File: src/design/siphash_2_4_stream_assert.svh
// Assertion macros shared by the SipHash stream modules.
`ifndef SIPHASH_2_4_STREAM_ASSERT_SVH
`define SIPHASH_2_4_STREAM_ASSERT_SVH

// Property checked on every rising clock edge outside reset.
`define SPH_ASSERT(lbl, prop, msg) \
    lbl: assert property (@(posedge i_clk) disable iff (!i_rst_n) prop) else $error(msg);

// Condition that must never be true outside reset.
`define SPH_NEVER(lbl, cond, msg) \
    `SPH_ASSERT(lbl, !(cond), msg)

`endif

File: src/design/sph_pkg.sv
// Package with the SipHash stream types, constants and round function.
`default_nettype none
package sph_pkg;

    // Start constants of the four lanes.
    localparam logic [63:0] SIP_C0 = 64'h736f6d6570736575;
    localparam logic [63:0] SIP_C1 = 64'h646f72616e646f6d;
    localparam logic [63:0] SIP_C2 = 64'h6c7967656e657261;
    localparam logic [63:0] SIP_C3 = 64'h7465646279746573;
    localparam logic [63:0] FINAL_MARK = 64'h00000000000000ff;

    // Input mode codes.
    localparam logic [1:0] MODE_ABSORB       = 2'd0;
    localparam logic [1:0] MODE_ABSORB_FINAL = 2'd1;
    localparam logic [1:0] MODE_FINAL        = 2'd2;

    // Configuration register indexes.
    localparam int          CFG_IDX_W    = 2;
    localparam logic [1:0]  REG_KEY_LOW  = 2'd0;
    localparam logic [1:0]  REG_KEY_HIGH = 2'd1;

    // Default depth of the word queue.
    localparam int QUEUE_DEPTH_DEF = 4;

    // Kind of work handed from the packer to the round engine.
    typedef enum logic [1:0] {
        KIND_WORD,
        KIND_FINAL,
        KIND_WORD_FINAL
    } t_kind;

    // One queue entry: a word to absorb, plus the length byte for finalization.
    typedef struct packed {
        t_kind       kind;
        logic [7:0]  len;
        logic [63:0] word;
    } t_entry;

    // Queue status seen by the producer and the consumer.
    typedef struct packed {
        logic full;
        logic empty;
    } t_q_status;

    // Configuration write as seen inside the block.
    typedef struct packed {
        logic                 en;
        logic [CFG_IDX_W-1:0] index;
        logic [63:0]          data;
    } t_cfg_wr;

    typedef logic [3:0][63:0] t_lanes;

    typedef enum logic [1:0] {
        BK_IDLE,
        BK_ABSORB,
        BK_FINAL
    } t_back_state;

    function automatic logic [63:0] rotl64(input logic [63:0] x, input int r);
        rotl64 = (x << r) | (x >> (64 - r));
    endfunction

    // One SipRound over the four lanes.
    function automatic t_lanes sip_round(input t_lanes v);
        logic [63:0] a;
        logic [63:0] b;
        logic [63:0] c;
        logic [63:0] d;
        a = v[0];
        b = v[1];
        c = v[2];
        d = v[3];
        a = a + b; b = rotl64(b, 13); b = b ^ a; a = rotl64(a, 32);
        c = c + d; d = rotl64(d, 16); d = d ^ c;
        a = a + d; d = rotl64(d, 21); d = d ^ a;
        c = c + b; b = rotl64(b, 17); b = b ^ c; c = rotl64(c, 32);
        sip_round = {d, c, b, a};
    endfunction

    // Start state of the lanes for a given key.
    function automatic t_lanes start_lanes(input logic [63:0] k0, input logic [63:0] k1);
        start_lanes = {SIP_C3 ^ k1, SIP_C2 ^ k0, SIP_C1 ^ k1, SIP_C0 ^ k0};
    endfunction

endpackage
`default_nettype wire

File: src/design/sph_channels.sv
// Handshake channel interfaces of the SipHash stream block.
`default_nettype none

// Message byte channel.
interface sph_in_if;
    logic       valid;
    logic       ready;
    logic [7:0] data_byte;
    logic [1:0] mode;
    modport source (output valid, output data_byte, output mode, input ready);
    modport sink   (input valid, input data_byte, input mode, output ready);
endinterface

// Digest channel.
interface sph_out_if;
    logic        valid;
    logic        ready;
    logic [63:0] digest;
    modport source (output valid, output digest, input ready);
    modport sink   (input valid, input digest, output ready);
endinterface

// Configuration write channel.
interface sph_cfg_if;
    logic        valid;
    logic        ready;
    logic [1:0]  index;
    logic [63:0] data;
    modport source (output valid, output index, output data, input ready);
    modport sink   (input valid, input index, input data, output ready);
endinterface

`default_nettype wire

File: src/design/sph_front.sv
// Byte packer: gathers bytes into words and queues absorb and finalize work.
`default_nettype none
module sph_front (
    input  wire logic            i_clk,
    input  wire logic            i_rst_n,
    input  wire logic            i_valid,
    input  wire logic [7:0]      i_data_byte,
    input  wire logic [1:0]      i_mode,
    output logic                 o_ready,
    input  wire sph_pkg::t_cfg_wr   i_cfg,
    input  wire sph_pkg::t_q_status i_q_status,
    output logic                 o_push,
    output sph_pkg::t_entry      o_entry
);
    import sph_pkg::*;

    logic [55:0] r_pend, n_pend;
    logic [2:0]  r_cnt, n_cnt;
    logic [7:0]  r_len, n_len;
    logic [55:0] w_ins;
    logic [7:0]  w_len_inc;
    logic        w_accept;
    logic        w_clear;

    assign o_ready   = !i_q_status.full;
    assign w_accept  = i_valid && o_ready;
    assign w_len_inc = r_len + 8'd1;
    assign w_clear   = i_cfg.en && (i_cfg.index == REG_KEY_LOW || i_cfg.index == REG_KEY_HIGH);

    // Pending bytes with the new byte placed at the next free lane.
    always_comb begin
        w_ins = r_pend;
        for (int k = 0; k < 7; k++) begin
            if (r_cnt == 3'(k)) begin
                w_ins[8*k +: 8] = i_data_byte;
            end
        end
    end

    // Mode decode and queue entry build.
    always_comb begin
        n_pend  = r_pend;
        n_cnt   = r_cnt;
        n_len   = r_len;
        o_push  = 1'b0;
        o_entry = '{kind: KIND_WORD, len: w_len_inc, word: {i_data_byte, r_pend}};
        if (w_accept) begin
            unique case (i_mode)
                MODE_ABSORB: begin
                    n_len = w_len_inc;
                    if (r_cnt == 3'd7) begin
                        o_push = 1'b1;
                        n_pend = '0;
                        n_cnt  = '0;
                    end else begin
                        n_pend = w_ins;
                        n_cnt  = r_cnt + 3'd1;
                    end
                end
                MODE_ABSORB_FINAL: begin
                    o_push = 1'b1;
                    if (r_cnt == 3'd7) begin
                        o_entry.kind = KIND_WORD_FINAL;
                    end else begin
                        o_entry.kind = KIND_FINAL;
                        o_entry.word = {w_len_inc, w_ins};
                    end
                    n_pend = '0;
                    n_cnt  = '0;
                    n_len  = '0;
                end
                MODE_FINAL: begin
                    o_push       = 1'b1;
                    o_entry.kind = KIND_FINAL;
                    o_entry.len  = r_len;
                    o_entry.word = {r_len, r_pend};
                    n_pend = '0;
                    n_cnt  = '0;
                    n_len  = '0;
                end
                default: begin
                    // Unused mode: the byte is taken and dropped.
                end
            endcase
        end
        if (w_clear) begin
            n_pend = '0;
            n_cnt  = '0;
            n_len  = '0;
        end
    end

    always_ff @(posedge i_clk) begin
        if (!i_rst_n) begin
            r_pend <= '0;
            r_cnt  <= '0;
            r_len  <= '0;
        end else begin
            r_pend <= n_pend;
            r_cnt  <= n_cnt;
            r_len  <= n_len;
        end
    end

endmodule
`default_nettype wire

File: src/design/sph_queue.sv
// Small first-in first-out queue of words between the packer and the round engine.
`default_nettype none
`include "siphash_2_4_stream_assert.svh"
module sph_queue #(
    parameter int DEPTH = sph_pkg::QUEUE_DEPTH_DEF
) (
    input  wire logic            i_clk,
    input  wire logic            i_rst_n,
    input  wire logic            i_push,
    input  wire sph_pkg::t_entry i_entry,
    input  wire logic            i_pop,
    output sph_pkg::t_entry      o_head,
    output sph_pkg::t_q_status   o_status
);
    import sph_pkg::*;

    localparam int PTR_W = (DEPTH > 1) ? $clog2(DEPTH) : 1;
    localparam int CNT_W = $clog2(DEPTH + 1);

    t_entry           r_mem [DEPTH];
    logic [PTR_W-1:0] r_wr, n_wr;
    logic [PTR_W-1:0] r_rd, n_rd;
    logic [CNT_W-1:0] r_count, n_count;
    logic             w_push;
    logic             w_pop;

    assign o_status.full  = (r_count == CNT_W'(DEPTH));
    assign o_status.empty = (r_count == '0);
    assign w_push = i_push && !o_status.full;
    assign w_pop  = i_pop && !o_status.empty;
    assign o_head = r_mem[r_rd];

    // Pointer and fill count update.
    always_comb begin
        n_wr    = r_wr;
        n_rd    = r_rd;
        n_count = r_count;
        if (w_push) begin
            n_wr = (r_wr == PTR_W'(DEPTH - 1)) ? '0 : r_wr + 1'b1;
        end
        if (w_pop) begin
            n_rd = (r_rd == PTR_W'(DEPTH - 1)) ? '0 : r_rd + 1'b1;
        end
        if (w_push && !w_pop) begin
            n_count = r_count + 1'b1;
        end else if (w_pop && !w_push) begin
            n_count = r_count - 1'b1;
        end
    end

    always_ff @(posedge i_clk) begin
        if (!i_rst_n) begin
            r_wr    <= '0;
            r_rd    <= '0;
            r_count <= '0;
        end else begin
            r_wr    <= n_wr;
            r_rd    <= n_rd;
            r_count <= n_count;
        end
    end

    // Entry storage.
    always_ff @(posedge i_clk) begin
        if (w_push) begin
            r_mem[r_wr] <= i_entry;
        end
    end

    `SPH_NEVER(a_count_bound, r_count > CNT_W'(DEPTH), "queue fill count above depth")
    `SPH_ASSERT(a_ptr_gap, (o_status.empty && r_wr != r_rd) == 1'b0, "pointers differ on empty queue")

endmodule
`default_nettype wire

File: src/design/sph_back.sv
// Round engine: runs SipRounds on queued words and delivers the digest.
`default_nettype none
`include "siphash_2_4_stream_assert.svh"
module sph_back (
    input  wire logic              i_clk,
    input  wire logic              i_rst_n,
    input  wire sph_pkg::t_cfg_wr  i_cfg,
    input  wire sph_pkg::t_entry   i_head,
    input  wire sph_pkg::t_q_status i_q_status,
    output logic                   o_pop,
    output logic                   o_valid,
    output logic [63:0]            o_digest,
    input  wire logic              i_ready
);
    import sph_pkg::*;

    t_back_state r_state, n_state;
    t_lanes      r_lanes, n_lanes;
    logic [63:0] r_key_low, n_key_low;
    logic [63:0] r_key_high, n_key_high;
    logic [63:0] r_word, n_word;
    t_kind       r_kind, n_kind;
    logic [7:0]  r_len, n_len;
    logic [1:0]  r_cnt, n_cnt;
    logic        r_out_valid, n_out_valid;
    logic [63:0] r_digest, n_digest;
    t_lanes      w_round;
    logic        w_out_free;

    assign w_round    = sip_round(r_lanes);
    assign w_out_free = !r_out_valid || i_ready;
    assign o_valid    = r_out_valid;
    assign o_digest   = r_digest;

    // Sequencer over absorb and finalization rounds.
    always_comb begin
        n_state     = r_state;
        n_lanes     = r_lanes;
        n_key_low   = r_key_low;
        n_key_high  = r_key_high;
        n_word      = r_word;
        n_kind      = r_kind;
        n_len       = r_len;
        n_cnt       = r_cnt;
        n_out_valid = r_out_valid;
        n_digest    = r_digest;
        o_pop       = 1'b0;
        if (r_out_valid && i_ready) begin
            n_out_valid = 1'b0;
        end
        unique case (r_state)
            BK_IDLE: begin
                if (!i_q_status.empty) begin
                    o_pop      = 1'b1;
                    n_lanes[3] = r_lanes[3] ^ i_head.word;
                    n_word     = i_head.word;
                    n_kind     = i_head.kind;
                    n_len      = i_head.len;
                    n_cnt      = '0;
                    n_state    = BK_ABSORB;
                end
            end
            BK_ABSORB: begin
                n_lanes = w_round;
                n_cnt   = r_cnt + 2'd1;
                if (r_cnt == 2'd1) begin
                    n_lanes[0] = w_round[0] ^ r_word;
                    n_cnt      = '0;
                    case (r_kind)
                        KIND_WORD: begin
                            n_state = BK_IDLE;
                        end
                        KIND_WORD_FINAL: begin
                            // The full word is in; the length word follows.
                            n_word     = {r_len, 56'h0};
                            n_lanes[3] = w_round[3] ^ {r_len, 56'h0};
                            n_kind     = KIND_FINAL;
                        end
                        default: begin
                            n_lanes[2] = w_round[2] ^ FINAL_MARK;
                            n_state    = BK_FINAL;
                        end
                    endcase
                end
            end
            BK_FINAL: begin
                if (r_cnt != 2'd3) begin
                    n_lanes = w_round;
                    n_cnt   = r_cnt + 2'd1;
                end else if (w_out_free) begin
                    n_out_valid = 1'b1;
                    n_digest    = w_round[0] ^ w_round[1] ^ w_round[2] ^ w_round[3];
                    n_lanes     = start_lanes(r_key_low, r_key_high);
                    n_cnt       = '0;
                    n_state     = BK_IDLE;
                end
            end
            default: begin
                n_state = BK_IDLE;
            end
        endcase
        // A key write reloads the start state.
        if (i_cfg.en && i_cfg.index == REG_KEY_LOW) begin
            n_key_low = i_cfg.data;
            n_lanes   = start_lanes(i_cfg.data, r_key_high);
        end else if (i_cfg.en && i_cfg.index == REG_KEY_HIGH) begin
            n_key_high = i_cfg.data;
            n_lanes    = start_lanes(r_key_low, i_cfg.data);
        end
    end

    always_ff @(posedge i_clk) begin
        if (!i_rst_n) begin
            r_state     <= BK_IDLE;
            r_lanes     <= start_lanes(64'h0, 64'h0);
            r_key_low   <= '0;
            r_key_high  <= '0;
            r_cnt       <= '0;
            r_out_valid <= 1'b0;
        end else begin
            r_state     <= n_state;
            r_lanes     <= n_lanes;
            r_key_low   <= n_key_low;
            r_key_high  <= n_key_high;
            r_cnt       <= n_cnt;
            r_out_valid <= n_out_valid;
        end
    end

    // Payload registers.
    always_ff @(posedge i_clk) begin
        r_word   <= n_word;
        r_kind   <= n_kind;
        r_len    <= n_len;
        r_digest <= n_digest;
    end

    `SPH_NEVER(a_pop_idle, o_pop && r_state != BK_IDLE, "queue popped while rounds are running")
    `SPH_ASSERT(a_final_wait, (r_state == BK_FINAL && r_cnt == 2'd3 && !w_out_free) |=> (r_state == BK_FINAL), "digest dropped while output is stalled")

endmodule
`default_nettype wire

File: src/design/siphash_2_4_stream.sv
// Top level of the keyed SipHash-2-4 byte stream hasher.
//
//  Channel   Dir   Payload              Handshake
//  i_in      in    data_byte, mode      valid/ready
//  o_out     out   digest               valid/ready
//  i_cfg     in    index, data          valid/ready (ready always high)
//
// The packer takes one byte per cycle; every eighth byte queues a word.
// The round engine runs one SipRound per cycle, pops a word only when idle
// and gives it two rounds; finalization adds four after the length word.
// Bytes stall only when the word queue is full; the digest waits in an
// output register, and finalization holds its last round until it is free.
// Reset loads the lanes from an all-zero key and clears the queue.
`default_nettype none
module siphash_2_4_stream #(
    parameter int QUEUE_DEPTH = sph_pkg::QUEUE_DEPTH_DEF
) (
    input  wire logic  i_clk,
    input  wire logic  i_rst_n,
    sph_in_if.sink     i_in,
    sph_out_if.source  o_out,
    sph_cfg_if.sink    i_cfg
);
    import sph_pkg::*;

    t_cfg_wr   w_cfg;
    t_entry    w_push_entry;
    t_entry    w_head;
    t_q_status w_q_status;
    logic      w_push;
    logic      w_pop;

    // Configuration writes are always taken.
    assign i_cfg.ready = 1'b1;
    assign w_cfg.en    = i_cfg.valid;
    assign w_cfg.index = i_cfg.index;
    assign w_cfg.data  = i_cfg.data;

    sph_front u_front (
        .i_clk       (i_clk),
        .i_rst_n     (i_rst_n),
        .i_valid     (i_in.valid),
        .i_data_byte (i_in.data_byte),
        .i_mode      (i_in.mode),
        .o_ready     (i_in.ready),
        .i_cfg       (w_cfg),
        .i_q_status  (w_q_status),
        .o_push      (w_push),
        .o_entry     (w_push_entry)
    );

    sph_queue #(
        .DEPTH (QUEUE_DEPTH)
    ) u_queue (
        .i_clk    (i_clk),
        .i_rst_n  (i_rst_n),
        .i_push   (w_push),
        .i_entry  (w_push_entry),
        .i_pop    (w_pop),
        .o_head   (w_head),
        .o_status (w_q_status)
    );

    sph_back u_back (
        .i_clk      (i_clk),
        .i_rst_n    (i_rst_n),
        .i_cfg      (w_cfg),
        .i_head     (w_head),
        .i_q_status (w_q_status),
        .o_pop      (w_pop),
        .o_valid    (o_out.valid),
        .o_digest   (o_out.digest),
        .i_ready    (o_out.ready)
    );

endmodule
`default_nettype wire
File: src/flat_wrapper.sv
// flat-port wrapper written by rule: the top's interface ports become plain ports
module siphash_2_4_stream_flat import sph_pkg::*;
#(
    parameter int QUEUE_DEPTH = sph_pkg::QUEUE_DEPTH_DEF
)
  (i_clk, i_rst_n, i_in_valid, i_in_data_byte, i_in_mode, i_in_ready, o_out_valid, o_out_digest, o_out_ready, i_cfg_valid, i_cfg_index, i_cfg_data, i_cfg_ready);
  sph_in_if i_in_i ();
  sph_out_if o_out_i ();
  sph_cfg_if i_cfg_i ();
  input  wire logic i_clk;
  input  wire logic i_rst_n;
  input wire logic [$bits(i_in_i.valid)-1:0] i_in_valid;
  input wire logic [$bits(i_in_i.data_byte)-1:0] i_in_data_byte;
  input wire logic [$bits(i_in_i.mode)-1:0] i_in_mode;
  output wire logic [$bits(i_in_i.ready)-1:0] i_in_ready;
  output wire logic [$bits(o_out_i.valid)-1:0] o_out_valid;
  output wire logic [$bits(o_out_i.digest)-1:0] o_out_digest;
  input wire logic [$bits(o_out_i.ready)-1:0] o_out_ready;
  input wire logic [$bits(i_cfg_i.valid)-1:0] i_cfg_valid;
  input wire logic [$bits(i_cfg_i.index)-1:0] i_cfg_index;
  input wire logic [$bits(i_cfg_i.data)-1:0] i_cfg_data;
  output wire logic [$bits(i_cfg_i.ready)-1:0] i_cfg_ready;
  assign i_in_i.valid = i_in_valid;
  assign i_in_i.data_byte = i_in_data_byte;
  assign i_in_i.mode = i_in_mode;
  assign i_in_ready = i_in_i.ready;
  assign o_out_valid = o_out_i.valid;
  assign o_out_digest = o_out_i.digest;
  assign o_out_i.ready = o_out_ready;
  assign i_cfg_i.valid = i_cfg_valid;
  assign i_cfg_i.index = i_cfg_index;
  assign i_cfg_i.data = i_cfg_data;
  assign i_cfg_ready = i_cfg_i.ready;
  siphash_2_4_stream #(.QUEUE_DEPTH(QUEUE_DEPTH)) u_core (.i_clk(i_clk), .i_rst_n(i_rst_n), .i_in(i_in_i), .o_out(o_out_i), .i_cfg(i_cfg_i));
endmodule
File: config.mk
export PLATFORM = sky130hd
export DESIGN_NAME = siphash_2_4_stream_flat
export DESIGN_NICKNAME = d
export VERILOG_FILES = /design/src/design/sph_pkg.sv /design/src/design/sph_channels.sv /design/src/design/sph_front.sv /design/src/design/sph_queue.sv /design/src/design/sph_back.sv /design/src/design/siphash_2_4_stream.sv /design/src/flat_wrapper.sv
export VERILOG_INCLUDE_DIRS = /design/src /design/src/design
export SDC_FILE = /design/constraint.sdc
export NUM_CORES = 2
export LEC_CHECK = 0
export BUFFER_PORTS_ARGS = -buffer_cell sky130_fd_sc_hd__buf_2
export CAP_MARGIN = 40
export CORE_MARGIN = 8
export CORE_UTILIZATION = 40
export CTS_BUF_LIST = sky130_fd_sc_hd__clkbuf_4
export DETAILED_ROUTE_END_ITERATION = 10
export PLACE_DENSITY = 0.65
export REMOVE_ABC_BUFFERS = 1
export SKIP_LAST_GASP = 1
export SLEW_MARGIN = 20
export SYNTH_ARGS = -nofsm -noshare
export SYNTH_HDL_FRONTEND = slang
export SYNTH_SLANG_ARGS = --single-unit
File: constraint.sdc
create_clock -name i_clk -period 8.7 [get_ports i_clk]
set_clock_uncertainty 0.1 [all_clocks]
set_input_delay 1.74 -clock i_clk [delete_from_list [all_inputs] [get_ports i_clk]]
set_output_delay 1.74 -clock i_clk [all_outputs]
set_load 0.02 [all_outputs]
==> flow_summary.json <==
{
  "clk_latency_ns": 1.34,
  "tightest_slew_ns": 1.05,
  "hold_violations": 0,
  "reg2reg_from": "u_core.u_back.r_lanes[0]",
  "synthTopCellsByCount": "nand2_1 (741), a21oi_1 (594), nor2_1 (478)",
  "fin_crit_sh_pct": 97.2,
  "tns_ns": 0,
  "gr-total-overflow": 0,
  "fin_cells": 9159,
  "htreeDepth": 5,
  "critPathLaunchType": "flip-flop",
  "cts_resized": 0,
  "root_buffer": "clkbuf_4",
  "fmax_mhz": 118,
  "rows": 140,
  "layout-drive-gt1-share_pct": 18.9,
  "ant_nets": 0,
  "grt_first_pass_wirelength_um": 501000,
  "core-area_um2": 146000,
  "critPathMaxStageDelay_ns": 0.70,
  "whs_path_depth": 2,
  "cp_max_fo": 4,
  "grt_pass1_vias": 56800,
  "place_congestion": 1.15,
  "drt_iter0_drc": 9891,
  "status": "complete, no violations",
  "dieWidth_um": 399,
  "yosysUniqueCellTypes": 109,
  "rsz0062_at_grt": "false",
  "seq_area_frac_synth_pct": 38.0,
  "synthCells": 6423,
  "ff2ff_setup_slack_ns": 0.25,
  "grt_antenna_before_repair": 47,
  "dr_total_vias": 61400,
  "synth_top_area_share_pct": 22.2,
  "fin_nets": 7372,
  "dp_hpwl_um": 302000,
  "grt_max_degree": 91,
  "synth_edf_count": 434,
  "fin_util_pct": 47.3,
  "max-cap-violations": 0,
  "crit_arrival_ns": 9.36,
  "synth_area_leaders": "edfxtp_1 (22%), dfxtp_1 (16%), xnor2_1 (6.2%)",
  "cts_tree": "yes",
  "relSlewSlack_pct": 29.8,
  "min_to": "u_core.u_back.r_key_low[62]",
  "pin_count": 148,
  "areaGrowthSynthToFinish_pct": 17.2,
  "async_flop_share_pct": 0,
  "grt_usage_pct": 46.2,
  "initial_core_util_pct": 40.4,
  "r2r_end": "u_core.u_back.r_lanes[112]",
  "fin_crit_ns": 8.45,
  "setup_violations": 0,
  "clockBufferDepth": 4,
  "synthFlopType": "dfxtp_1",
  "crit_top_cell": "o21ai_0",
  "die_height_um": 399,
  "cts_made_buffers": 277,
  "clk_pin_slew_ns": 0.07,
  "crit_slowest_cell": "a2111oi_0",
  "first_pass_iters": 10,
  "io_buffers": 146,
  "critPathRequiredTime_ns": 9.60,
  "synth-seq-cells": 899,
  "syn_area_um2": 58800,
  "hp-start": "u_core.u_back.r_key_low[62]",
  "maxSlewViolCount": 0,
  "hp-class": "flip-flop to flip-flop",
  "die_area_um2": 160000,
  "end_kind": "flip-flop",
  "yosysMostFrequentCell": "nand2_1",
  "wl_per_cell_um": 41.8,
  "path_class": "flip-flop to flip-flop",
  "syn_avg_cell_area_um2": 9.16,
  "place_inst": 8639,
  "cts_setup_buffers": 0,
  "drt-total-wl_um": 383000,
  "vias_per_cell": 6.71,
  "synth_area_leader_cell": "edfxtp_1",
  "whs_ns": 0.357,
  "cts_sinks": 899,
  "ys_warn_count": 0,
  "reg2reg_depth": 27,
  "hold_buffers": 0,
  "drc": 0
}
cells by family (layout without fill, tap and decap cells):
family / Yosys count / count (layout) / synth area share (%)
AOI/OAI and AO/OA: 2047 / 2047 / 22.9
and+or+nand+nor: 1701 / 1701 / 12.8
DFF: 899 / 899 / 38.0
xor gates and xnor gates: 767 / 767 / 12.0
buffers and inverters: 532 / 1314 / 3.46
adders and majority gates: 282 / 282 / 6.06
muxes: 194 / 194 / 4.91
other: 1 / 38 / 0.00638
per-stage QoR:
stage,setup WS (ns),instance area (um^2)
finish,0.247,68900
global route,0.0894,68900
CTS,0.566,68800
detailed placement,0.736,65400
global placement,0.506,65000
floorplan,-5.70,57300
area by class of cell:
| type | count | area, um^2 |
|---|---|---|
| timing repair buffer | 708 | 5330 |
| tap | 1917 | 2400 |
| inverter | 131 | 499 |
| clock buffer | 406 | 3050 |
| fill | 14100 | 76800 |
| multi-input combinational | 4992 | 34900 |
| sequential | 899 | 22300 |
| clock inverter | 69 | 304 |
| antenna | 37 | 92.6 |
worst max-delay path: cells and delay by family, from the launching register on:
kind,cells,cell delay (ns)
AO/OA/AOI/OAI,14,3.88
adder cells (fa/ha/maj),3,1.09
flip-flops,1,0.37
buffers and inverters,4,0.68
AND/OR/NAND/NOR,3,0.83
XOR/XNOR,3,1.18
sequential cells by signal, indices dropped and copies added (netlist names), 3 cells and up, named ones only:
signal                    count
u_core.u_front.r_pend        56
u_core.u_front.r_len          8
u_core.u_back.r_len           8
u_core.u_back.r_word         64
u_core.u_back.r_key_low      64
u_core.u_queue.r_count        3
u_core.u_queue.r_mem        296
u_core.u_back.r_lanes       256
u_core.u_back.o_digest       64
u_core.u_back.r_key_high     64
u_core.u_front.r_cnt          3
cells in the final DEF, fill, tap and decap left out, types with 25 or more instances in the layout:
master and n:
nand2_1 735, a21oi_1 593, buf_4 530, nor2_1 463, dfxtp_1 463, edfxtp_1 434
clkbuf_4 409, xnor2_1 404, o21ai_0 400, xor2_1 304, ha_1 273, a21o_1 151
buf_2 144, inv_1 126, a211oi_1 126, mux2i_1 106, nand3_1 89, a31oi_1 78
o211ai_1 76, and2_1 74, mux4_2 74, nor3_1 65, a22o_1 65, o22ai_1 59
nand4_1 54, clkinv_1 53, and3_1 51, a32oi_1 51, o21bai_1 47, o221ai_1 46
diode_2 37, a221oi_1 35, nand2b_1 33, o21a_1 33, nor2b_1 33, o31ai_1 25
o2111ai_1 25
how the worst max path moves through the flow:
stage / startpoint / end
detailed placement: u_core.u_back.r_lanes[192] / u_core.u_back.r_lanes[253]
global placement: u_core.u_back.r_lanes[64] / u_core.u_back.r_lanes[112]
floorplan: i_cfg_index[1] / u_core.u_back.r_lanes[184]
CTS: u_core.u_back.r_lanes[0] / u_core.u_back.r_lanes[112]
finish: u_core.u_back.r_lanes[0] / u_core.u_back.r_lanes[112]
global route: u_core.u_back.r_lanes[0] / u_core.u_back.r_lanes[112]
routing by layer:
layer  share of wire [%]  GRT usage [%]  up-vias
li1                    -              -    25000
met1                  37           55.5    30000
met2                  41           66.3     5101
met3                  13           18.6     1305
met4                 9.1           33.8       24
met5               0.082          0.677        -
Power is not shown: default switching activity piles up to over one toggle a cycle in this logic, so the estimate is an artifact.
